[config.mk]
export PLATFORM = sky130hd
export DESIGN_NAME = dual_average_momentum_sizer
export DESIGN_NICKNAME = d
export VERILOG_FILES = /design/src/sv/damsz_pkg.sv /design/src/sv/damsz_ctrl.sv /design/src/sv/damsz_dp.sv /design/src/sv/dual_average_momentum_sizer.sv
export SDC_FILE = /design/constraint.sdc
export NUM_CORES = 2
export LEC_CHECK = 0
export BUFFER_PORTS_ARGS = -buffer_cell sky130_fd_sc_hd__buf_2
export CAP_MARGIN = 20
export CORE_MARGIN = 1
export CORE_UTILIZATION = 49
export DETAILED_ROUTE_END_ITERATION = 6
export PLACE_DENSITY = 0.72
export REMOVE_ABC_BUFFERS = 1
export SLEW_MARGIN = 30
export SYNTH_ARGS = -nofsm -noshare
export SYNTH_HDL_FRONTEND = slang
export SYNTH_SLANG_ARGS = --single-unit
[constraint.sdc]
create_clock -name clk -period 22.2 [get_ports clk]
set_input_delay 1.11 -clock clk [delete_from_list [all_inputs] [get_ports clk]]
set_output_delay 1.11 -clock clk [all_outputs]
set_load 0.03 [all_outputs]
[src/sv/damsz_pkg.sv]
// ---------------------------------------------------------------------------
// damsz_pkg
// Types, widths and constants shared by the momentum sizer modules.
// ---------------------------------------------------------------------------
package damsz_pkg;

    // field widths
    localparam int PRICE_W   = 16;
    localparam int MID_W     = 17;
    localparam int UNITS_W   = 24;
    localparam int CASH_W    = 40;
    localparam int THR_W     = 16;
    localparam int QTY_W     = 6;
    localparam int CFG_W     = 24;
    localparam int CFG_IDX_W = 2;

    localparam int IN_TDATA_W  = 96;
    localparam int OUT_TDATA_W = 24;
    localparam int OUT_TUSER_W = 2;

    // threshold fraction bits and quotient width of the strength divider
    localparam int Q_FRAC    = 16;
    localparam int Q_BITS    = 8;
    localparam int DIV_CNT_W = 3;

    // signed width of position and trade arithmetic
    localparam int POS_W = UNITS_W + 2;

    localparam int STRENGTH_SCALE = 100;
    localparam int TARGET_CAP     = 250;
    localparam int QTY_CAP        = 50;
    localparam int QTY_MIN        = 10;

    // register reset values
    localparam logic [THR_W-1:0]   THRESHOLD_RST  = 16'd328;
    localparam logic [UNITS_W-1:0] INIT_UNITS_RST = 24'd0;
    localparam logic [PRICE_W-1:0] BUY_CAP_RST    = 16'd12000;
    localparam logic [PRICE_W-1:0] SELL_FLOOR_RST = 16'd10000;

    typedef enum logic [CFG_IDX_W-1:0] {
        CFG_THRESHOLD  = 2'd0,
        CFG_INIT_UNITS = 2'd1,
        CFG_BUY_CAP    = 2'd2,
        CFG_SELL_FLOOR = 2'd3
    } cfg_index_t;

    localparam logic SIDE_BUY  = 1'b0;
    localparam logic SIDE_SELL = 1'b1;

    typedef enum logic [3:0] {
        S_IDLE,
        S_PUSH,
        S_SCALE,
        S_DIFF,
        S_PPLO,
        S_PPHI,
        S_TDEN,
        S_CMP,
        S_NMUL,
        S_NADD,
        S_DIV,
        S_TRADE,
        S_CHECK,
        S_OUT
    } state_t;

    typedef struct packed {
        logic capture;
        logic push;
        logic scale;
        logic diff;
        logic pp_lo;
        logic pp_hi;
        logic tden;
        logic cmp;
        logic n_mul;
        logic n_add;
        logic div_step;
        logic trade;
        logic check;
        logic res_none;
        logic load_out;
    } cmd_t;

    typedef struct packed {
        logic book_valid;
        logic windows_full;
        logic no_signal;
        logic saturate;
        logic out_free;
    } status_t;

endpackage

[src/sv/damsz_ctrl.sv]
// ---------------------------------------------------------------------------
// damsz_ctrl
// Sequencer: steps the datapath through push, compare, divide and sizing.
// ---------------------------------------------------------------------------
module damsz_ctrl (
    input  logic              clk,
    input  logic              rst_n,
    input  logic              in_valid,
    output logic              in_ready,
    input  damsz_pkg::status_t status,
    output damsz_pkg::cmd_t    cmd
);

    damsz_pkg::state_t state_reg;
    damsz_pkg::state_t state_next;
    logic [damsz_pkg::DIV_CNT_W-1:0] cnt_reg;
    logic [damsz_pkg::DIV_CNT_W-1:0] cnt_next;

    always_ff @(posedge clk or negedge rst_n)
    begin
        if (!rst_n)
        begin
            state_reg <= damsz_pkg::S_IDLE;
            cnt_reg   <= '0;
        end
        else
        begin
            state_reg <= state_next;
            cnt_reg   <= cnt_next;
        end
    end

    always_comb
    begin
        state_next = state_reg;
        cnt_next   = cnt_reg;
        cmd        = '0;
        in_ready   = 1'b0;
        case (state_reg)
            damsz_pkg::S_IDLE:
            begin
                in_ready = 1'b1;
                if (in_valid)
                begin
                    cmd.capture = 1'b1;
                    if (status.book_valid)
                    begin
                        state_next = damsz_pkg::S_PUSH;
                    end
                    else
                    begin
                        cmd.res_none = 1'b1;
                        state_next   = damsz_pkg::S_OUT;
                    end
                end
            end
            damsz_pkg::S_PUSH:
            begin
                cmd.push   = 1'b1;
                state_next = damsz_pkg::S_SCALE;
            end
            damsz_pkg::S_SCALE:
            begin
                if (status.windows_full)
                begin
                    cmd.scale  = 1'b1;
                    state_next = damsz_pkg::S_DIFF;
                end
                else
                begin
                    cmd.res_none = 1'b1;
                    state_next   = damsz_pkg::S_OUT;
                end
            end
            damsz_pkg::S_DIFF:
            begin
                cmd.diff   = 1'b1;
                state_next = damsz_pkg::S_PPLO;
            end
            damsz_pkg::S_PPLO:
            begin
                cmd.pp_lo  = 1'b1;
                state_next = damsz_pkg::S_PPHI;
            end
            damsz_pkg::S_PPHI:
            begin
                cmd.pp_hi  = 1'b1;
                state_next = damsz_pkg::S_TDEN;
            end
            damsz_pkg::S_TDEN:
            begin
                cmd.tden   = 1'b1;
                state_next = damsz_pkg::S_CMP;
            end
            damsz_pkg::S_CMP:
            begin
                cmd.cmp    = 1'b1;
                state_next = damsz_pkg::S_NMUL;
            end
            damsz_pkg::S_NMUL:
            begin
                // skip the divider when the target is already settled
                if (status.no_signal || status.saturate)
                begin
                    state_next = damsz_pkg::S_TRADE;
                end
                else
                begin
                    cmd.n_mul  = 1'b1;
                    state_next = damsz_pkg::S_NADD;
                end
            end
            damsz_pkg::S_NADD:
            begin
                cmd.n_add  = 1'b1;
                cnt_next   = '0;
                state_next = damsz_pkg::S_DIV;
            end
            damsz_pkg::S_DIV:
            begin
                cmd.div_step = 1'b1;
                cnt_next     = cnt_reg + 1'b1;
                if (cnt_reg == damsz_pkg::DIV_CNT_W'(damsz_pkg::Q_BITS - 1))
                begin
                    state_next = damsz_pkg::S_TRADE;
                end
            end
            damsz_pkg::S_TRADE:
            begin
                cmd.trade  = 1'b1;
                state_next = damsz_pkg::S_CHECK;
            end
            damsz_pkg::S_CHECK:
            begin
                cmd.check  = 1'b1;
                state_next = damsz_pkg::S_OUT;
            end
            damsz_pkg::S_OUT:
            begin
                if (status.out_free)
                begin
                    cmd.load_out = 1'b1;
                    state_next   = damsz_pkg::S_IDLE;
                end
            end
            default:
            begin
                state_next = damsz_pkg::S_IDLE;
            end
        endcase
    end

endmodule

[src/sv/damsz_dp.sv]
// ---------------------------------------------------------------------------
// damsz_dp
// Datapath: config registers, mid windows, divergence arithmetic, divider,
// order sizing and the output register.
// ---------------------------------------------------------------------------
module damsz_dp #(
    parameter int SHORT_WINDOW = 16,
    parameter int LONG_WINDOW  = 64
) (
    input  logic                                 clk,
    input  logic                                 rst_n,
    input  logic                                 cfg_we,
    input  logic [damsz_pkg::CFG_IDX_W-1:0]      cfg_index,
    input  logic [damsz_pkg::CFG_W-1:0]          cfg_data,
    input  logic                                 in_book_valid,
    input  logic [damsz_pkg::PRICE_W-1:0]        in_bid,
    input  logic [damsz_pkg::PRICE_W-1:0]        in_ask,
    input  logic [damsz_pkg::UNITS_W-1:0]        in_units,
    input  logic [damsz_pkg::CASH_W-1:0]         in_cash,
    input  damsz_pkg::cmd_t                      cmd,
    output damsz_pkg::status_t                   status,
    input  logic                                 out_ready,
    output logic                                 out_valid,
    output logic                                 out_order_valid,
    output logic                                 out_side,
    output logic [damsz_pkg::QTY_W-1:0]          out_qty,
    output logic [damsz_pkg::PRICE_W-1:0]        out_price
);

    localparam int MID_W  = damsz_pkg::MID_W;
    localparam int SH_W   = (SHORT_WINDOW > 1) ? $clog2(SHORT_WINDOW) : 1;
    localparam int LH_W   = (LONG_WINDOW > 1) ? $clog2(LONG_WINDOW) : 1;
    localparam int SF_W   = $clog2(SHORT_WINDOW + 1);
    localparam int LF_W   = $clog2(LONG_WINDOW + 1);
    localparam int SSUM_W = MID_W + $clog2(SHORT_WINDOW);
    localparam int LSUM_W = MID_W + $clog2(LONG_WINDOW);
    localparam int PROD_W = MID_W + $clog2(SHORT_WINDOW) + $clog2(LONG_WINDOW);
    localparam int LO_W   = (PROD_W + 1) / 2;
    localparam int PP_W   = damsz_pkg::THR_W + LO_W;
    localparam int TDEN_W = PROD_W + damsz_pkg::Q_FRAC;
    localparam int DIV_W  = TDEN_W + damsz_pkg::Q_BITS;
    localparam int POS_W  = damsz_pkg::POS_W;
    localparam int QTY_W  = damsz_pkg::QTY_W;
    localparam int COST_W = QTY_W + damsz_pkg::PRICE_W;

    // configuration
    logic [damsz_pkg::THR_W-1:0]   thr_reg;
    logic [damsz_pkg::UNITS_W-1:0] init_units_reg;
    logic [damsz_pkg::PRICE_W-1:0] buy_cap_reg;
    logic [damsz_pkg::PRICE_W-1:0] sell_floor_reg;

    // window state
    logic [MID_W-1:0]  short_ring [SHORT_WINDOW];
    logic [MID_W-1:0]  long_ring  [LONG_WINDOW];
    logic [SH_W-1:0]   s_head_reg;
    logic [LH_W-1:0]   l_head_reg;
    logic [SF_W-1:0]   s_fill_reg;
    logic [LF_W-1:0]   l_fill_reg;
    logic [SSUM_W-1:0] s_sum_reg;
    logic [LSUM_W-1:0] l_sum_reg;
    logic              s_full;
    logic              l_full;

    // captured item
    logic [MID_W-1:0]              mid_reg;
    logic [MID_W-1:0]              s_old_reg;
    logic [MID_W-1:0]              l_old_reg;
    logic [damsz_pkg::UNITS_W-1:0] units_reg;
    logic [damsz_pkg::CASH_W-1:0]  cash_reg;

    // divergence arithmetic
    logic [PROD_W-1:0] a_reg;
    logic [PROD_W-1:0] b_reg;
    logic [PROD_W-1:0] mag_reg;
    logic              neg_reg;
    logic [LO_W-1:0]   mul_b;
    logic [PP_W-1:0]   mul_p;
    logic [PP_W-1:0]   pp_lo_reg;
    logic [PP_W-1:0]   pp_hi_reg;
    logic [TDEN_W-1:0] tden_reg;
    logic [TDEN_W-1:0] lhs;
    logic [TDEN_W+2:0] tden5;
    logic              no_sig_reg;
    logic              sat_reg;

    // divider
    logic [DIV_W-1:0]               n_reg;
    logic [DIV_W-1:0]               d_reg;
    logic [damsz_pkg::Q_BITS-1:0]   q_reg;
    logic                           div_ge;

    // sizing
    logic [damsz_pkg::Q_BITS-1:0] t_mag;
    logic signed [POS_W-1:0]      position;
    logic signed [POS_W-1:0]      target;
    logic signed [POS_W-1:0]      delta;
    logic [POS_W-1:0]             delta_abs;
    logic [QTY_W-1:0]             qty_next;
    logic                         buy_next;
    logic [QTY_W-1:0]             qty_reg;
    logic                         buy_reg;
    logic [COST_W-1:0]            cost;

    // result and output stage
    logic                          res_valid_reg;
    logic                          res_side_reg;
    logic [QTY_W-1:0]              res_qty_reg;
    logic [damsz_pkg::PRICE_W-1:0] res_price_reg;
    logic                          out_valid_reg;
    logic                          out_order_reg;
    logic                          out_side_reg;
    logic [QTY_W-1:0]              out_qty_reg;
    logic [damsz_pkg::PRICE_W-1:0] out_price_reg;

    assign s_full = (s_fill_reg == SF_W'(SHORT_WINDOW));
    assign l_full = (l_fill_reg == LF_W'(LONG_WINDOW));

    assign mul_b = cmd.pp_hi ? LO_W'(b_reg[PROD_W-1:LO_W]) : b_reg[LO_W-1:0];
    assign mul_p = PP_W'(thr_reg) * PP_W'(mul_b);

    assign lhs    = {mag_reg, {damsz_pkg::Q_FRAC{1'b0}}};
    assign tden5  = {tden_reg, 2'b00} + (TDEN_W + 3)'(tden_reg);
    assign div_ge = (n_reg >= d_reg);

    always_comb
    begin
        if (no_sig_reg)
        begin
            t_mag = '0;
        end
        else if (sat_reg || (q_reg > damsz_pkg::Q_BITS'(damsz_pkg::TARGET_CAP)))
        begin
            t_mag = damsz_pkg::Q_BITS'(damsz_pkg::TARGET_CAP);
        end
        else
        begin
            t_mag = q_reg;
        end
    end

    assign position = $signed({2'b00, units_reg}) - $signed({2'b00, init_units_reg});
    assign target   = neg_reg ? -$signed(POS_W'(t_mag)) : $signed(POS_W'(t_mag));
    assign delta    = target - position;
    assign delta_abs = (delta < 0) ? POS_W'(-delta) : POS_W'(delta);

    always_comb
    begin
        buy_next = (delta > 0);
        if (delta_abs > POS_W'(damsz_pkg::QTY_CAP))
        begin
            qty_next = QTY_W'(damsz_pkg::QTY_CAP);
        end
        else
        begin
            qty_next = delta_abs[QTY_W-1:0];
        end
    end

    assign cost = COST_W'(qty_reg) * COST_W'(buy_cap_reg);

    // configuration writes
    always_ff @(posedge clk or negedge rst_n)
    begin
        if (!rst_n)
        begin
            thr_reg        <= damsz_pkg::THRESHOLD_RST;
            init_units_reg <= damsz_pkg::INIT_UNITS_RST;
            buy_cap_reg    <= damsz_pkg::BUY_CAP_RST;
            sell_floor_reg <= damsz_pkg::SELL_FLOOR_RST;
        end
        else if (cfg_we)
        begin
            case (damsz_pkg::cfg_index_t'(cfg_index))
                damsz_pkg::CFG_THRESHOLD:  thr_reg        <= cfg_data[damsz_pkg::THR_W-1:0];
                damsz_pkg::CFG_INIT_UNITS: init_units_reg <= cfg_data[damsz_pkg::UNITS_W-1:0];
                damsz_pkg::CFG_BUY_CAP:    buy_cap_reg    <= cfg_data[damsz_pkg::PRICE_W-1:0];
                damsz_pkg::CFG_SELL_FLOOR: sell_floor_reg <= cfg_data[damsz_pkg::PRICE_W-1:0];
                default:                   thr_reg        <= thr_reg;
            endcase
        end
    end

    // window control: heads, fills, running sums
    always_ff @(posedge clk or negedge rst_n)
    begin
        if (!rst_n)
        begin
            s_head_reg <= '0;
            l_head_reg <= '0;
            s_fill_reg <= '0;
            l_fill_reg <= '0;
            s_sum_reg  <= '0;
            l_sum_reg  <= '0;
        end
        else if (cmd.push)
        begin
            s_sum_reg <= s_sum_reg - (s_full ? SSUM_W'(s_old_reg) : '0) + SSUM_W'(mid_reg);
            l_sum_reg <= l_sum_reg - (l_full ? LSUM_W'(l_old_reg) : '0) + LSUM_W'(mid_reg);
            if (!s_full)
            begin
                s_fill_reg <= s_fill_reg + 1'b1;
            end
            if (!l_full)
            begin
                l_fill_reg <= l_fill_reg + 1'b1;
            end
            s_head_reg <= (s_head_reg == SH_W'(SHORT_WINDOW - 1)) ? '0 : s_head_reg + 1'b1;
            l_head_reg <= (l_head_reg == LH_W'(LONG_WINDOW - 1)) ? '0 : l_head_reg + 1'b1;
        end
    end

    // window memories: read the oldest entry on capture, overwrite it on push
    always_ff @(posedge clk)
    begin
        if (cmd.capture)
        begin
            s_old_reg <= short_ring[s_head_reg];
            l_old_reg <= long_ring[l_head_reg];
        end
        if (cmd.push)
        begin
            short_ring[s_head_reg] <= mid_reg;
            long_ring[l_head_reg]  <= mid_reg;
        end
    end

    // arithmetic payload
    always_ff @(posedge clk)
    begin
        if (cmd.capture)
        begin
            mid_reg   <= MID_W'(in_bid) + MID_W'(in_ask);
            units_reg <= in_units;
            cash_reg  <= in_cash;
        end
        if (cmd.scale)
        begin
            a_reg <= PROD_W'(s_sum_reg) * PROD_W'(LONG_WINDOW);
            b_reg <= PROD_W'(l_sum_reg) * PROD_W'(SHORT_WINDOW);
        end
        if (cmd.diff)
        begin
            neg_reg <= (a_reg < b_reg);
            mag_reg <= (a_reg < b_reg) ? (b_reg - a_reg) : (a_reg - b_reg);
        end
        if (cmd.pp_lo)
        begin
            pp_lo_reg <= mul_p;
        end
        if (cmd.pp_hi)
        begin
            pp_hi_reg <= mul_p;
        end
        if (cmd.tden)
        begin
            tden_reg <= TDEN_W'(pp_lo_reg) + (TDEN_W'(pp_hi_reg) << LO_W);
        end
        if (cmd.cmp)
        begin
            no_sig_reg <= (b_reg == '0) || (lhs <= tden_reg);
            sat_reg    <= ((TDEN_W + 3)'(lhs) >= tden5);
        end
        if (cmd.n_mul)
        begin
            n_reg <= DIV_W'(lhs) * DIV_W'(damsz_pkg::STRENGTH_SCALE);
        end
        if (cmd.n_add)
        begin
            n_reg <= n_reg + DIV_W'(tden_reg);
            d_reg <= DIV_W'(tden_reg) << damsz_pkg::Q_BITS;
            q_reg <= '0;
        end
        if (cmd.div_step)
        begin
            if (div_ge)
            begin
                n_reg <= n_reg - d_reg;
            end
            d_reg <= d_reg >> 1;
            q_reg <= {q_reg[damsz_pkg::Q_BITS-2:0], div_ge};
        end
        if (cmd.trade)
        begin
            qty_reg <= qty_next;
            buy_reg <= buy_next;
        end
        if (cmd.res_none)
        begin
            res_valid_reg <= 1'b0;
            res_side_reg  <= 1'b0;
            res_qty_reg   <= '0;
            res_price_reg <= '0;
        end
        else if (cmd.check)
        begin
            // drop small trades, a buy short of cash, a sell short of units
            if (qty_reg < QTY_W'(damsz_pkg::QTY_MIN))
            begin
                res_valid_reg <= 1'b0;
                res_side_reg  <= 1'b0;
                res_qty_reg   <= '0;
                res_price_reg <= '0;
            end
            else if (buy_reg && (cash_reg > damsz_pkg::CASH_W'(cost)))
            begin
                res_valid_reg <= 1'b1;
                res_side_reg  <= damsz_pkg::SIDE_BUY;
                res_qty_reg   <= qty_reg;
                res_price_reg <= buy_cap_reg;
            end
            else if (!buy_reg && (units_reg >= damsz_pkg::UNITS_W'(qty_reg)))
            begin
                res_valid_reg <= 1'b1;
                res_side_reg  <= damsz_pkg::SIDE_SELL;
                res_qty_reg   <= qty_reg;
                res_price_reg <= sell_floor_reg;
            end
            else
            begin
                res_valid_reg <= 1'b0;
                res_side_reg  <= 1'b0;
                res_qty_reg   <= '0;
                res_price_reg <= '0;
            end
        end
        if (cmd.load_out)
        begin
            out_order_reg <= res_valid_reg;
            out_side_reg  <= res_side_reg;
            out_qty_reg   <= res_qty_reg;
            out_price_reg <= res_price_reg;
        end
    end

    // output register valid
    always_ff @(posedge clk or negedge rst_n)
    begin
        if (!rst_n)
        begin
            out_valid_reg <= 1'b0;
        end
        else if (cmd.load_out)
        begin
            out_valid_reg <= 1'b1;
        end
        else if (out_ready)
        begin
            out_valid_reg <= 1'b0;
        end
    end

    assign status.book_valid   = in_book_valid;
    assign status.windows_full = s_full && l_full;
    assign status.no_signal    = no_sig_reg;
    assign status.saturate     = sat_reg;
    assign status.out_free     = !out_valid_reg || out_ready;

    assign out_valid       = out_valid_reg;
    assign out_order_valid = out_order_reg;
    assign out_side        = out_side_reg;
    assign out_qty         = out_qty_reg;
    assign out_price       = out_price_reg;

endmodule

[src/sv/dual_average_momentum_sizer.sv]
// ---------------------------------------------------------------------------
// dual_average_momentum_sizer
// Dual moving-average crossover position sizer for a market-making agent.
// ---------------------------------------------------------------------------
//
//  channel   direction  words                          fields (low bit up)
//  s_axis    in         one book update per word       see port comments
//  m_axis    out        exactly one word per update    see port comments
//  cfg       in         register write, no read-back   0 threshold_q16,
//                                                      1 initial_units,
//                                                      2 buy_cap_cents,
//                                                      3 sell_floor_cents
//
//  Paths: an update with an invalid book ends after its capture and one with
//  unfilled windows after its push; a full update skips the divider when the
//  target is zero or saturated, else runs the 8-step restoring divider.
//  The divider (one quotient bit a cycle) and the split threshold multiply
//  set the long path; one update is in flight at a time.
//  Reset: rst_n clears control, sums, fills, heads and the registers to their
//  defaults; the window memories start unwritten and need no clearing pass.
//  Stalls: a finished order sits in the output register, so the next update
//  is taken while m_axis is held; only the hand-off of a second order waits.
//
module dual_average_momentum_sizer #(
    parameter int SHORT_WINDOW = 16,
    parameter int LONG_WINDOW  = 64
) (
    input  logic                                   clk,
    input  logic                                   rst_n,
    // configuration write port
    input  logic                                   cfg_we,
    input  logic [damsz_pkg::CFG_IDX_W-1:0]        cfg_index,
    input  logic [damsz_pkg::CFG_W-1:0]            cfg_data,
    // book update stream
    input  logic                                   s_axis_tvalid,
    output logic                                   s_axis_tready,
    // best_bid_cents[15:0], best_ask_cents[31:16], units_held[55:32],
    // cash_cents[95:56]
    input  logic [damsz_pkg::IN_TDATA_W-1:0]       s_axis_tdata,
    // book_valid[0]
    input  logic                                   s_axis_tuser,
    // order stream
    output logic                                   m_axis_tvalid,
    input  logic                                   m_axis_tready,
    // order_quantity[5:0], order_price_cents[21:6], zero fill [23:22]
    output logic [damsz_pkg::OUT_TDATA_W-1:0]      m_axis_tdata,
    // order_valid[0], order_side[1]
    output logic [damsz_pkg::OUT_TUSER_W-1:0]      m_axis_tuser
);

    damsz_pkg::cmd_t    cmd;
    damsz_pkg::status_t status;

    logic                          order_valid;
    logic                          order_side;
    logic [damsz_pkg::QTY_W-1:0]   order_qty;
    logic [damsz_pkg::PRICE_W-1:0] order_price;

    // sequencer: one update at a time, accept only from idle
    damsz_ctrl u_ctrl (
        .clk      (clk),
        .rst_n    (rst_n),
        .in_valid (s_axis_tvalid),
        .in_ready (s_axis_tready),
        .status   (status),
        .cmd      (cmd)
    );

    // datapath: windows, divergence test, divider, sizing, output register
    damsz_dp #(
        .SHORT_WINDOW (SHORT_WINDOW),
        .LONG_WINDOW  (LONG_WINDOW)
    ) u_dp (
        .clk             (clk),
        .rst_n           (rst_n),
        .cfg_we          (cfg_we),
        .cfg_index       (cfg_index),
        .cfg_data        (cfg_data),
        .in_book_valid   (s_axis_tuser),
        .in_bid          (s_axis_tdata[15:0]),
        .in_ask          (s_axis_tdata[31:16]),
        .in_units        (s_axis_tdata[55:32]),
        .in_cash         (s_axis_tdata[95:56]),
        .cmd             (cmd),
        .status          (status),
        .out_ready       (m_axis_tready),
        .out_valid       (m_axis_tvalid),
        .out_order_valid (order_valid),
        .out_side        (order_side),
        .out_qty         (order_qty),
        .out_price       (order_price)
    );

    // pack the order word; pad the data to whole bytes
    assign m_axis_tdata = {2'b00, order_price, order_qty};
    assign m_axis_tuser = {order_side, order_valid};

endmodule

==> results.cfg <==
[status]
status = complete, but fails checks
violations = design-rule violations

[synth]
synthAdderAreaFrac = 0.128
avgSynthCellArea_sq_um = 12.7
synth-edff-count = 1736
netlist_instances = 7985
synth_top_family_by_area = compound AO/OA/AOI/OAI gates
muxShareOfSynthArea = 0.0296
synth-compound-area-share = 0.132
yosysSeqAreaShare = 0.565
yosys.area_share.xor_xnor = 0.0268
yosys_warnings = 0
synthArstFlopShare = 0.0746
synth_area_sq_um = 101000
ys_types = 104
ys.flop_type = edfxtp_1
ys_seq_elements = 1958
yosys.area_share.simple = 0.0794

[routing]
vias_per_cell = 6.15
dr_wl_met3_microns = 22300
routed.top_layer = met5
drt_iter0_markers = 7070
vias = 67947
antenna_left = 0
drt_first_pass_iters = 7
drc = 6
wl_met2_microns = 130000
drt-met1-wl_microns = 106000
wl_per_cell_microns = 24.6
wirelength_microns = 271000

[final_layout]
regMostFlops = u_dp.long_ring
final_common_cell = edfxtp_1
nets = 9182
reg_top3 = u_dp.long_ring x1088, u_dp.short_ring x272
mostFrequentLayoutCells = 1,736 x edfxtp_1, 713 x inv_1, 583 x ha_1
drive_above_1_share = 0.110
largest_register_ffs = 1088
syn_to_final_growth_pct = 11.3

[critical_path]
cp_slowest_cell = nor2_4
cpPeakStageDelay_ns = 0.58
path_common_cell = inv_1
startpoint_type = flop
critPathCaptureType = flop
worst-path-max-fanout = 24
r2r_setup_slack_ns = 13.94
arrival_ns = 8.85
crit_required_ns = 22.79
crit_type = flop to flop

[clock_network]
cts.sinks = 1958
clockBufferDepth = 3
numCtsBuffers = 193
clock_latency_ns = 0.90
clockRootBuffer = clkbuf_16
clk_pin_slew_ns = 0.07
cts_tree = done
cts_hold_buf = 0
cts_resized = 0
htreeDepth = 4
post_cts_buffers = 0

[timing]
rsz0062_at_grt = no
period_share = 0.372
min_period_ns = 8.26
finalHoldViolations = 0
slew_headroom = 0.328
worstMarginPinSlew_ns = 0.999
slew_viol_final = 0
fmax_mhz = 121
setup_ws_ns = 13.94
setup_viol = 0
clock_skew_ns = 0.0979
tns_ns = 0

[run]
cap_violations = 0

[die]
ios = 156
dieArea_sq_um = 209000
start_util = 0.494
die-height_microns = 457
die_w_microns = 457
num_rows = 166
coreArea_sq_um = 205000

[place]
pre_cts_ws_ns = 13.68
place_hpwl_microns = 179000
portBuffers = 153
routabilityCongestion = 0.915

[grt]
grtUsageTotal = 0.257
grt_max_degree = 97
grt_pass1_vias = 67609
grt_overflow_total = 0
antenna_found_initial = 7
grt_pass1_wl_microns = 410000

[pwr]
power_density_nw_per_um2 = 149
p_leak_nw = 42.9
ir_worst_vdd_v = 0.000252

[min_path]
hold_path.class = primary input to asynchronous set/reset pin
==> kinds of logic (layout without fill, tap and decap cells) <==
kind of cell	after synthesis	after routing
compound gates	1965	1965
xor+xnor	310	310
buf+inv	1039	1409
other cells	1	7
mux	184	184
simple gates	1661	1661
flops	1958	1958
fa+ha+maj	867	867
==> metal layers <==
metal  global-route usage  up-vias
li1                     -    30176
met1                0.334    34018
met2                0.424     3151
met3               0.0411      598
met4                0.118        4
met5                    0        -
==> worst paths after layout <==
kind | start | to | depth (start not counted)
worst min-delay path | rst_n | u_dp.init_units_reg[14]$_DFFE_PN0P_ | 1
min in group clk | u_dp.s_sum_reg[13]$_DFFE_PN0P_ | u_dp.a_reg[19]$_DFFE_PP_ | 0
worst min register to register | u_dp.s_sum_reg[13]$_DFFE_PN0P_ | u_dp.a_reg[19]$_DFFE_PP_ | 0
max in group asynchronous | rst_n | u_dp.s_sum_reg[10]$_DFFE_PN0P_ | 2
worst max-delay path | u_ctrl.state_reg[1]$_DFFE_PN0P_ | u_dp.pp_lo_reg[26]$_DFFE_PP_ | 30
worst max register to register | u_ctrl.state_reg[1]$_DFFE_PN0P_ | u_dp.pp_lo_reg[26]$_DFFE_PP_ | 30
==> worst max-delay path, delay by kind of cell, from the launching register on <==
family,cells,cell delay [ns]
compound gates,9,2.07
xor+xnor,1,0.10
fa+ha+maj,7,3.22
buf+inv,7,0.60
flops,1,0.51
simple gates,6,1.47
==> cells in the mapped netlist, drive strengths merged (38+ instances only) <==
library cell	instances	area share
ha	583	0.072
edfxtp	1736	0.51
inv	715	0.026
nand2	551	0.020
o21bai	38	0.0028
a31oi	142	0.0088
fa	282	0.056
a21oi	357	0.018
xnor2	206	0.018
nor3	110	0.0056
clkbuf	261	0.0097
nand3	87	0.0043
nand4	86	0.0053
nor2b	99	0.0061
and2	103	0.0064
buf	63	0.0026
a21o	152	0.011
a221oi	127	0.011
mux4	85	0.019
nor2	342	0.013
a22oi	349	0.026
o21ai	347	0.017
nor4	55	0.0035
o21a	73	0.0054
nand2b	73	0.0045
dfxtp	76	0.015
a22o	113	0.0098
dfrtp	131	0.032
mux2	75	0.0083
and3	61	0.0038
xor2	104	0.0090
==> report_power, final <==
group          switching [mW]  total [mW]  internal (mW)
clock                    1.48        3.43           1.95
sequential              0.364        5.08           4.71
combinational            4.91        8.25           3.34
==> metrics by stage <==
stage,area (sq um),hold slack (ns),utilization,cells,power [mW]
final,113000,0.304,0.550,11049,16.8
after global placement,106000,0.403,0.516,10670,13.0
after global routing,113000,0.346,0.550,11047,17.9
after CTS,113000,0.287,0.549,11042,16.8
after floorplan,100000,0.400,-,7662,11.0
after detailed placement,106000,0.405,0.517,10680,13.3
==> cell type report <==
| type | count | area [sq um] |
|---|---|---|
| Antenna cell | 5 | 12.5 |
| Clock buffer | 232 | 5060 |
| Clock inverter | 130 | 1690 |
| Fill cell | 16539 | 92300 |
| Inverter | 715 | 2680 |
| Multi-Input combinational cell | 4989 | 40400 |
| Sequential cell | 1958 | 57300 |
| Tap cell | 2688 | 3360 |
| Timing Repair Buffer | 332 | 2270 |
No activity file was read; power rests on OpenSTA's default activity.
